**src/rtl/xalu_pkg.sv**
```systemverilog
`default_nettype none
package xalu_pkg;

   typedef enum logic [3:0] {
      ACT_ADD  = 4'd0,
      ACT_ADC  = 4'd1,
      ACT_SUB  = 4'd2,
      ACT_SBB  = 4'd3,
      ACT_MUL  = 4'd4,
      ACT_IMUL = 4'd5,
      ACT_DIV  = 4'd6,
      ACT_MOD  = 4'd7,
      ACT_AND  = 4'd8,
      ACT_XOR  = 4'd9,
      ACT_OR   = 4'd10,
      ACT_SHL  = 4'd11,
      ACT_SHR  = 4'd12,
      ACT_SAR  = 4'd13,
      ACT_SAL  = 4'd14,
      ACT_NONE = 4'd15
   } action_type;

   typedef enum logic [1:0] {
      SIZE_8  = 2'd0,
      SIZE_16 = 2'd1,
      SIZE_32 = 2'd2,
      SIZE_32X = 2'd3
   } size_type;

   typedef enum logic [1:0] {
      ST_IDLE,
      ST_START,
      ST_DIV,
      ST_FIN
   } state_type;

   typedef struct packed {
      logic load_op;
      logic div_init;
      logic div_step;
      logic load_out;
   } cmd_type;

   typedef struct packed {
      logic div_run;
      logic div_last;
      logic out_free;
   } status_type;

   typedef struct packed {
      logic c;
      logic p;
      logic z;
      logic s;
      logic o;
   } flags_type;

   localparam int DivSteps = 64;
   localparam int CountWidth = $clog2(DivSteps);

endpackage
`default_nettype wire

```
**src/rtl/xalu_ctrl.sv**
```systemverilog
`default_nettype none
module xalu_ctrl (
   input  wire                    clock,
   input  wire                    reset,
   input  wire                    req_valid,
   output logic                   req_stall,
   input  xalu_pkg::status_type   status,
   output xalu_pkg::cmd_type      cmd
);
   import xalu_pkg::*;

   state_type state_ff, state_in;

   always_ff @(posedge clock) begin
      if (reset) begin
         state_ff <= ST_IDLE;
      end else begin
         state_ff <= state_in;
      end
   end

   always_comb begin
      state_in = state_ff;
      cmd = '0;
      req_stall = 1'b1;
      unique case (state_ff)
         ST_IDLE: begin
            req_stall = 1'b0;
            if (req_valid) begin
               cmd.load_op = 1'b1;
               state_in = ST_START;
            end
         end
         ST_START: begin
            if (status.div_run) begin
               cmd.div_init = 1'b1;
               state_in = ST_DIV;
            end else begin
               state_in = ST_FIN;
            end
         end
         ST_DIV: begin
            cmd.div_step = 1'b1;
            if (status.div_last) begin
               state_in = ST_FIN;
            end
         end
         ST_FIN: begin
            if (status.out_free) begin
               cmd.load_out = 1'b1;
               state_in = ST_IDLE;
            end
         end
         default: state_in = ST_IDLE;
      endcase
   end

endmodule
`default_nettype wire

```
**src/rtl/xalu_dp.sv**
```systemverilog
`default_nettype none
module xalu_dp (
   input  wire                    clock,
   input  wire                    reset,
   input  xalu_pkg::cmd_type      cmd,
   output xalu_pkg::status_type   status,
   input  wire  [3:0]             req_action,
   input  wire  [1:0]             req_size_sel,
   input  wire  [63:0]            req_src_operand,
   input  wire  [63:0]            req_dest_operand,
   output logic                   rsp_valid,
   input  wire                    rsp_stall,
   output logic [63:0]            rsp_result,
   output logic                   rsp_carry_flag,
   output logic                   rsp_parity_flag,
   output logic                   rsp_zero_flag,
   output logic                   rsp_sign_flag,
   output logic                   rsp_overflow_flag,
   output logic                   rsp_divide_error
);
   import xalu_pkg::*;

   action_type             act_ff;
   size_type               size_ff;
   logic [63:0]            src_ff, dest_ff;
   logic signed [65:0]     prod_ff;
   logic [63:0]            rem_ff, quo_ff;
   logic [CountWidth-1:0]  cnt_ff;
   flags_type              flags_ff;
   logic                   valid_ff;
   logic [63:0]            res_ff;
   flags_type              oflags_ff;
   logic                   err_ff;

   logic [63:0]            mask, mask2, topm, sm, dm, sdm, r, t, ssm;
   logic [64:0]            rem_sh;
   logic [64:0]            rem_diff;
   logic [5:0]             nval, cidx;
   logic [4:0]             cnt5;
   logic                   is_imul, err;
   logic signed [32:0]     mul_a, mul_b;
   logic signed [65:0]     prod;
   flags_type              nf;

   function automatic logic [63:0] sext(input logic [63:0] v, input size_type sz);
      logic [63:0] o;
      case (sz)
         SIZE_8:  o = {{56{v[7]}}, v[7:0]};
         SIZE_16: o = {{48{v[15]}}, v[15:0]};
         default: o = {{32{v[31]}}, v[31:0]};
      endcase
      return o;
   endfunction

   assign status.div_run  = ((act_ff == ACT_DIV) || (act_ff == ACT_MOD)) && (src_ff != '0);
   assign status.div_last = (cnt_ff == CountWidth'(DivSteps - 1));
   assign status.out_free = !valid_ff || !rsp_stall;

   assign rem_sh   = {rem_ff, quo_ff[63]};
   assign rem_diff = rem_sh - {1'b0, src_ff};

   always_comb begin
      case (size_ff)
         SIZE_8:  begin mask = 64'hFF;        mask2 = 64'hFFFF;      nval = 6'd8;  end
         SIZE_16: begin mask = 64'hFFFF;      mask2 = 64'hFFFF_FFFF; nval = 6'd16; end
         default: begin mask = 64'hFFFF_FFFF; mask2 = '1;            nval = 6'd32; end
      endcase
      topm = mask ^ (mask >> 1);
      sm = src_ff & mask;
      dm = dest_ff & mask;
      sdm = sext(dm, size_ff);
      ssm = sext(sm, size_ff);
      is_imul = (act_ff == ACT_IMUL);
      mul_a = is_imul ? $signed(ssm[32:0]) : $signed({1'b0, sm[31:0]});
      mul_b = is_imul ? $signed(sdm[32:0]) : $signed({1'b0, dm[31:0]});
      prod = mul_a * mul_b;
      cnt5 = sm[4:0];
      cidx = 6'(cnt5) - 6'd1;
      nf = flags_ff;
      r = '0;
      t = '0;
      err = 1'b0;
      case (act_ff)
         ACT_ADD, ACT_ADC: begin
            t = sm + dm + ((act_ff == ACT_ADC) ? 64'(flags_ff.c) : 64'd0);
            r = t & mask;
            nf.c = t[nval];
            nf.o = ((~(sm ^ dm)) & (sm ^ r) & topm) != '0;
         end
         ACT_SUB, ACT_SBB: begin
            t = sm + ((act_ff == ACT_SBB) ? 64'(flags_ff.c) : 64'd0);
            r = (dm - t) & mask;
            nf.c = dm < t;
            nf.o = ((sm ^ dm) & (dm ^ r) & topm) != '0;
         end
         ACT_MUL: begin
            r = prod_ff[63:0];
            nf.c = (r & ~mask) != '0;
            nf.o = nf.c;
         end
         ACT_IMUL: begin
            nf.c = sext(prod_ff[63:0] & mask, size_ff) != prod_ff[63:0];
            nf.o = nf.c;
            r = prod_ff[63:0] & mask2;
         end
         ACT_DIV, ACT_MOD: begin
            if (src_ff == '0) begin
               err = 1'b1;
            end else begin
               r = ((act_ff == ACT_DIV) ? quo_ff : rem_ff) & mask;
            end
         end
         ACT_AND, ACT_XOR, ACT_OR: begin
            r = (act_ff == ACT_AND) ? (dm & sm) : (act_ff == ACT_XOR) ? (dm ^ sm) : (dm | sm);
            nf.c = 1'b0;
            nf.o = 1'b0;
         end
         ACT_SHL, ACT_SAL: begin
            if (cnt5 == '0) begin
               r = dm;
            end else begin
               r = (dm << cnt5) & mask;
               nf.c = (6'(cnt5) <= nval) ? dm[nval - 6'(cnt5)] : 1'b0;
               nf.o = ((r & topm) != '0) ^ nf.c;
            end
         end
         ACT_SHR: begin
            if (cnt5 == '0) begin
               r = dm;
            end else begin
               r = dm >> cnt5;
               nf.c = dm[cidx];
               nf.o = (dm & topm) != '0;
            end
         end
         ACT_SAR: begin
            if (cnt5 == '0) begin
               r = dm;
            end else begin
               r = 64'($signed(sdm) >>> cnt5) & mask;
               nf.c = sdm[cidx];
               nf.o = 1'b0;
            end
         end
         default: r = '0;
      endcase
      case (act_ff)
         ACT_ADD, ACT_ADC, ACT_SUB, ACT_SBB, ACT_AND, ACT_XOR, ACT_OR: begin
            nf.z = (r & mask) == '0;
            nf.s = (r & topm) != '0;
            nf.p = ~^r[7:0];
         end
         ACT_SHL, ACT_SAL, ACT_SHR, ACT_SAR: begin
            if (cnt5 != '0) begin
               nf.z = (r & mask) == '0;
               nf.s = (r & topm) != '0;
               nf.p = ~^r[7:0];
            end
         end
         default: ;
      endcase
   end

   always_ff @(posedge clock) begin
      if (cmd.load_op) begin
         act_ff  <= action_type'(req_action);
         size_ff <= size_type'(req_size_sel);
         src_ff  <= req_src_operand;
         dest_ff <= req_dest_operand;
      end
      prod_ff <= prod;
      if (cmd.div_init) begin
         rem_ff <= '0;
         quo_ff <= dest_ff;
      end else if (cmd.div_step) begin
         if (!rem_diff[64]) begin
            rem_ff <= rem_diff[63:0];
            quo_ff <= {quo_ff[62:0], 1'b1};
         end else begin
            rem_ff <= rem_sh[63:0];
            quo_ff <= {quo_ff[62:0], 1'b0};
         end
      end
      if (cmd.load_out) begin
         res_ff    <= r;
         oflags_ff <= nf;
         err_ff    <= err;
      end
   end

   always_ff @(posedge clock) begin
      if (reset) begin
         flags_ff <= '0;
         valid_ff <= 1'b0;
         cnt_ff   <= '0;
      end else begin
         if (cmd.div_init) begin
            cnt_ff <= '0;
         end else if (cmd.div_step) begin
            cnt_ff <= cnt_ff + 1'b1;
         end
         if (cmd.load_out) begin
            flags_ff <= nf;
            valid_ff <= 1'b1;
         end else if (!rsp_stall) begin
            valid_ff <= 1'b0;
         end
      end
   end

   assign rsp_valid         = valid_ff;
   assign rsp_result        = res_ff;
   assign rsp_carry_flag    = oflags_ff.c;
   assign rsp_parity_flag   = oflags_ff.p;
   assign rsp_zero_flag     = oflags_ff.z;
   assign rsp_sign_flag     = oflags_ff.s;
   assign rsp_overflow_flag = oflags_ff.o;
   assign rsp_divide_error  = err_ff;

endmodule
`default_nettype wire

```
**src/rtl/x86_integer_alu_with_flags_unit.sv**
```systemverilog
`default_nettype none
// Each accepted word passes through the controller states START and FIN before its
// result is registered; a nonzero-divisor div or mod also runs 64 restoring divide
// steps in DIV. A new word is accepted only in IDLE, after the last result is loaded,
// as the single shared datapath and the one-bit-per-cycle divider serve one word.
// Synchronous reset clears the controller, output valid, step counter and flags_ff.
module x86_integer_alu_with_flags_unit (
   input  wire          clock,
   input  wire          reset,
   input  wire          req_valid,
   output logic         req_stall,
   input  wire  [3:0]   req_action,
   input  wire  [1:0]   req_size_sel,
   input  wire  [63:0]  req_src_operand,
   input  wire  [63:0]  req_dest_operand,
   output logic         rsp_valid,
   input  wire          rsp_stall,
   output logic [63:0]  rsp_result,
   output logic         rsp_carry_flag,
   output logic         rsp_parity_flag,
   output logic         rsp_zero_flag,
   output logic         rsp_sign_flag,
   output logic         rsp_overflow_flag,
   output logic         rsp_divide_error
);
   import xalu_pkg::*;

   cmd_type    cmd;
   status_type status;

   xalu_ctrl u_ctrl (
      .clock     (clock),
      .reset     (reset),
      .req_valid (req_valid),
      .req_stall (req_stall),
      .status    (status),
      .cmd       (cmd)
   );

   xalu_dp u_dp (
      .clock             (clock),
      .reset             (reset),
      .cmd               (cmd),
      .status            (status),
      .req_action        (req_action),
      .req_size_sel      (req_size_sel),
      .req_src_operand   (req_src_operand),
      .req_dest_operand  (req_dest_operand),
      .rsp_valid         (rsp_valid),
      .rsp_stall         (rsp_stall),
      .rsp_result        (rsp_result),
      .rsp_carry_flag    (rsp_carry_flag),
      .rsp_parity_flag   (rsp_parity_flag),
      .rsp_zero_flag     (rsp_zero_flag),
      .rsp_sign_flag     (rsp_sign_flag),
      .rsp_overflow_flag (rsp_overflow_flag),
      .rsp_divide_error  (rsp_divide_error)
   );

endmodule
`default_nettype wire

```
**config.mk**
```make
export PLATFORM = sky130hd
export DESIGN_NAME = x86_integer_alu_with_flags_unit
export DESIGN_NICKNAME = d
export VERILOG_FILES = /design/src/rtl/xalu_pkg.sv /design/src/rtl/xalu_ctrl.sv /design/src/rtl/xalu_dp.sv /design/src/rtl/x86_integer_alu_with_flags_unit.sv
export SDC_FILE = /design/constraint.sdc
export NUM_CORES = 2
export LEC_CHECK = 0
export BUFFER_PORTS_ARGS = -buffer_cell sky130_fd_sc_hd__buf_2
export CORE_MARGIN = 8
export CORE_UTILIZATION = 30
export CTS_BUF_LIST = sky130_fd_sc_hd__clkbuf_2 sky130_fd_sc_hd__clkbuf_4 sky130_fd_sc_hd__clkbuf_8
export CTS_CLUSTER_DIAMETER = 100
export DETAILED_ROUTE_END_ITERATION = 6
export PLACE_DENSITY = 0.5
export SLEW_MARGIN = 20
export SYNTH_ARGS = -nofsm -noshare
export SYNTH_HDL_FRONTEND = slang
export SYNTH_SLANG_ARGS = --single-unit
```
**constraint.sdc**
```tcl
create_clock -name clock -period 18.2 [get_ports clock]
set_input_delay 2.73 -clock clock [delete_from_list [all_inputs] [get_ports clock]]
set_output_delay 2.73 -clock clock [all_outputs]
set_load 0.02 [all_outputs]
```
==> impl_results.md <==
* Final Hold Fails at 0
* Drt via density at approximately 5.4
* Worst hold path type: reg -> reg
* CP dominant cell by count: fa_1
* CP Launch Point: u_dp.act_ff[0]
* Max_cap viols at 0
* Largest net degree at the start of global routing at 86
* GR Util All Layers at about a quarter
* Gpl congestion at 1.02
* Cell Rows at 174
* Syn nets at ~9,500
* CP arrival at about 13 ns
* Status: completed
* Setup TNS at 0 ns
* Yosys cell types at between 100 and 150
* Synth Flop Type: edfxtp_1
* Die H at 492 um
* Cell depth of the worst setup path at 37
* Tmin final at about 12 ns
* Flip-flop and latch count after synthesis at slightly above 400
* Syn Area/Cell at around 8.7 um2
* ANT nets after route at 0
* CP Data Required Time at between 15 and 20 ns
* Vias at a little under 60,000
* RSZ-0062 raised after global routing: false
* Fmax at roughly 0.081 GHz
* Layout cell share with drive strength beyond 1 at 8.49%
* Setup Viol. Count Final at 0
* Critical path endpoint: u_dp.prod_ff[63]
* Worst-Skew Late Latency at roughly 0.87 ns
* Number of I/O port buffers at between 200 and 250
* Post-CTS setup buffer count at 0
* CP Max Fanout at 35
* Drt total wl at about 300,000 um
* Worst path slowest cell: nand2_1
* Die area at between 200,000 and 250,000 um2
* Reg2reg setup slack at between 5 and 6 ns
* CORE AREA at around 220,000 um2
* Post-synth ARST share at 0%
* Crit path launch type: flip-flop
* Period utilization at between 60 and 70%
* CTS tree: done
* Cell Area, Synth at 67,900 um2
* Buffers & Inverters on Critical Path at 9
* WS Path Type: reg -> reg
* Worst setup EP type: flip-flop
* H-Tree Depth at 3
* Initial antenna violation count at 15
* CTS resizes at 0
* Initial drt markers at between 6,000 and 7,000
* Initial core utilization at a little under a third
* Worst flop-to-flop path endpoint: u_dp.prod_ff[63]
* Grt total ovfl at 0
* Clk_skew at 0.0835 ns
* Residual DRC count at 0
* Critical path's top delay family: adder cells
* Seq/Total Area, Yosys at ~16%
* Vias in the first global route at slightly above 60,000
* Nets at between 9,000 and 10,000
* R2R depth at 37
* Wire per inst at about 27 um
* Post-Synthesis Cells at approximately 7,800
* Syn-to-layout area delta at 9.31%
* Reg clk slew, reported paths at ~0.08 ns
* Clock Tree Buf Depth at 3
* EDFF count, synth at roughly 270
* Relative slew slack at around 15%
* 1st-pass router iterations at 7
* Die width at around 490 um
* Clock sinks at 410
* Slowest cell delay on critical path at around 0.76 ns
* Detail Placement HPWL at ~230,000 um
* Total CTS buffers at 77
* I/O Pins at 210
* Clock root cell: clkbuf_8
* Count of hold-fix buffers inserted at cts at 0
* Slew Viols, Final at 0
* Worst slew pin tran at between 1 and 1.5 ns
* First-pass GRT wire length at 437,000 um
* Critical R2R Launch: u_dp.act_ff[0]
* Yosys warns at 0
[registers in the layout, indices dropped and copies added, names as in the netlist, 2 cells and up]
| register | cells |
|---|---|
| u_dp.dest_ff | 64 |
| u_dp.rem_ff | 64 |
| u_dp.quo_ff | 64 |
| u_dp.src_ff | 64 |
| u_ctrl.state_ff | 2 |
| u_dp.prod_ff | 64 |
| u_dp.flags_ff | 5 |
| u_dp.rsp_result | 64 |
| u_dp.size_ff | 2 |
| u_dp.act_ff | 4 |
| u_dp.cnt_ff | 6 |
[worst register-to-register path, delay by kind of cell (launching register included)]
family,cells,cell delay [ns]
buf+inv,9,1.86
xor+xnor,1,0.12
flops,1,0.33
compound gates,12,3.28
fa+ha+maj,9,3.95
simple gates,6,2.67
[per-layer routing]
metal	share of wire [%]	vias up	GRT usage (%)
met5	0.0090	-	0
met4	5.7	4	11.5
met3	8.7	661	5.31
met2	43	2892	37.2
met1	42	30185	32.9
li1	-	25404	-
[synth_stat cells, types with 22 or more instances]
cell,instances,area share (%)
dfxtp_1,142,4.2
nand3_1,97,0.71
a211oi_1,85,0.94
ha_1,388,7.1
o2111ai_1,23,0.30
xor2_1,62,0.80
a22oi_1,22,0.24
clkbuf_1,333,1.8
a31oi_1,44,0.41
fa_1,1129,33
buf_1,36,0.20
a21oi_1,358,2.6
nor2_1,917,5.1
o21ai_0,281,2.1
o21a_1,30,0.33
inv_1,1254,6.9
edfxtp_1,268,12
nand2_1,1152,6.4
xnor2_1,162,2.1
o211ai_1,43,0.48
nor2b_1,35,0.32
nand2b_1,50,0.46
o22ai_1,24,0.22
nand4_1,44,0.41
o21bai_1,24,0.27
mux4_2,22,0.73
a21o_1,97,1.1
and2_1,54,0.50
mux2_2,27,0.45
nor4_1,41,0.38
mux2i_1,106,1.6
and3_1,23,0.21
o31ai_1,26,0.29
nor3_1,89,0.66
[logic make-up (layout without fill, tap and decap cells)]
kind of cell | after synthesis | in the layout | share of synthesized area [%]
AND/OR/NAND/NOR | 2590 | 2590 | 16.1
AO/OA/AOI/OAI | 1256 | 1256 | 11.9
buffers and inverters | 1680 | 1809 | 9.66
other | 0 | 15 | 0
adder cells (fa/ha/maj) | 1517 | 1517 | 40.4
XOR/XNOR | 224 | 224 | 2.89
flip-flops | 410 | 410 | 16.0
multiplexers | 164 | 164 | 3.00
[final cells by class]
cell class | count | area [um2]
timing repair buffer | 406 | 2550
fill | 23595 | 151000
clock inverter | 48 | 450
inverter | 1261 | 4740
sequential | 410 | 10900
clock buffer | 94 | 1210
tap | 2992 | 3740
antenna | 15 | 37.5
multi-input combinational | 5751 | 50600
[metrics by stage]
step                util [%]  hold slack [ns]  worst slack (ns)  area [um2]  instances
finish                  33.0            0.474              5.85       74200      10977
global route            33.0            0.489              5.34       74200      10968
CTS                     33.0            0.468              6.00       74200      10962
detailed placement      32.2            0.458              6.09       72500      10820
global placement        32.2            0.449              6.21       72500      10820
floorplan                  -            0.437              7.97       67900       7841
[cell usage in the layout, fill, tap and decap left out, types with 80 or more instances in the layout]
cell	n
a211oi_1	83
a21o_1	97
a21oi_1	357
buf_2	209
buf_4	195
clkbuf_8	80
dfxtp_1	142
edfxtp_1	268
fa_1	1129
ha_1	387
inv_1	1250
mux2i_1	106
nand2_1	1148
nand3_1	97
nor2_1	897
nor3_1	87
o21ai_0	280
xnor2_1	161
[worst min path at each step]
stage / start / end / cells past startpoint
2_1_floorplan: u_dp.flags_ff[3] / u_dp.flags_ff[3] / 2
3_3_place_gp: u_dp.flags_ff[3] / u_dp.flags_ff[3] / 2
3_5_place_dp: u_dp.flags_ff[3] / u_dp.flags_ff[3] / 2
4_1_cts: u_dp.flags_ff[3] / u_dp.flags_ff[3] / 2
5_1_grt: u_dp.rem_ff[33] / u_dp.rem_ff[34] / 2
6_report: u_dp.flags_ff[3] / u_dp.flags_ff[3] / 2
Power is not shown: default switching activity piles up to over one toggle a cycle in this logic, so the estimate is an artifact.
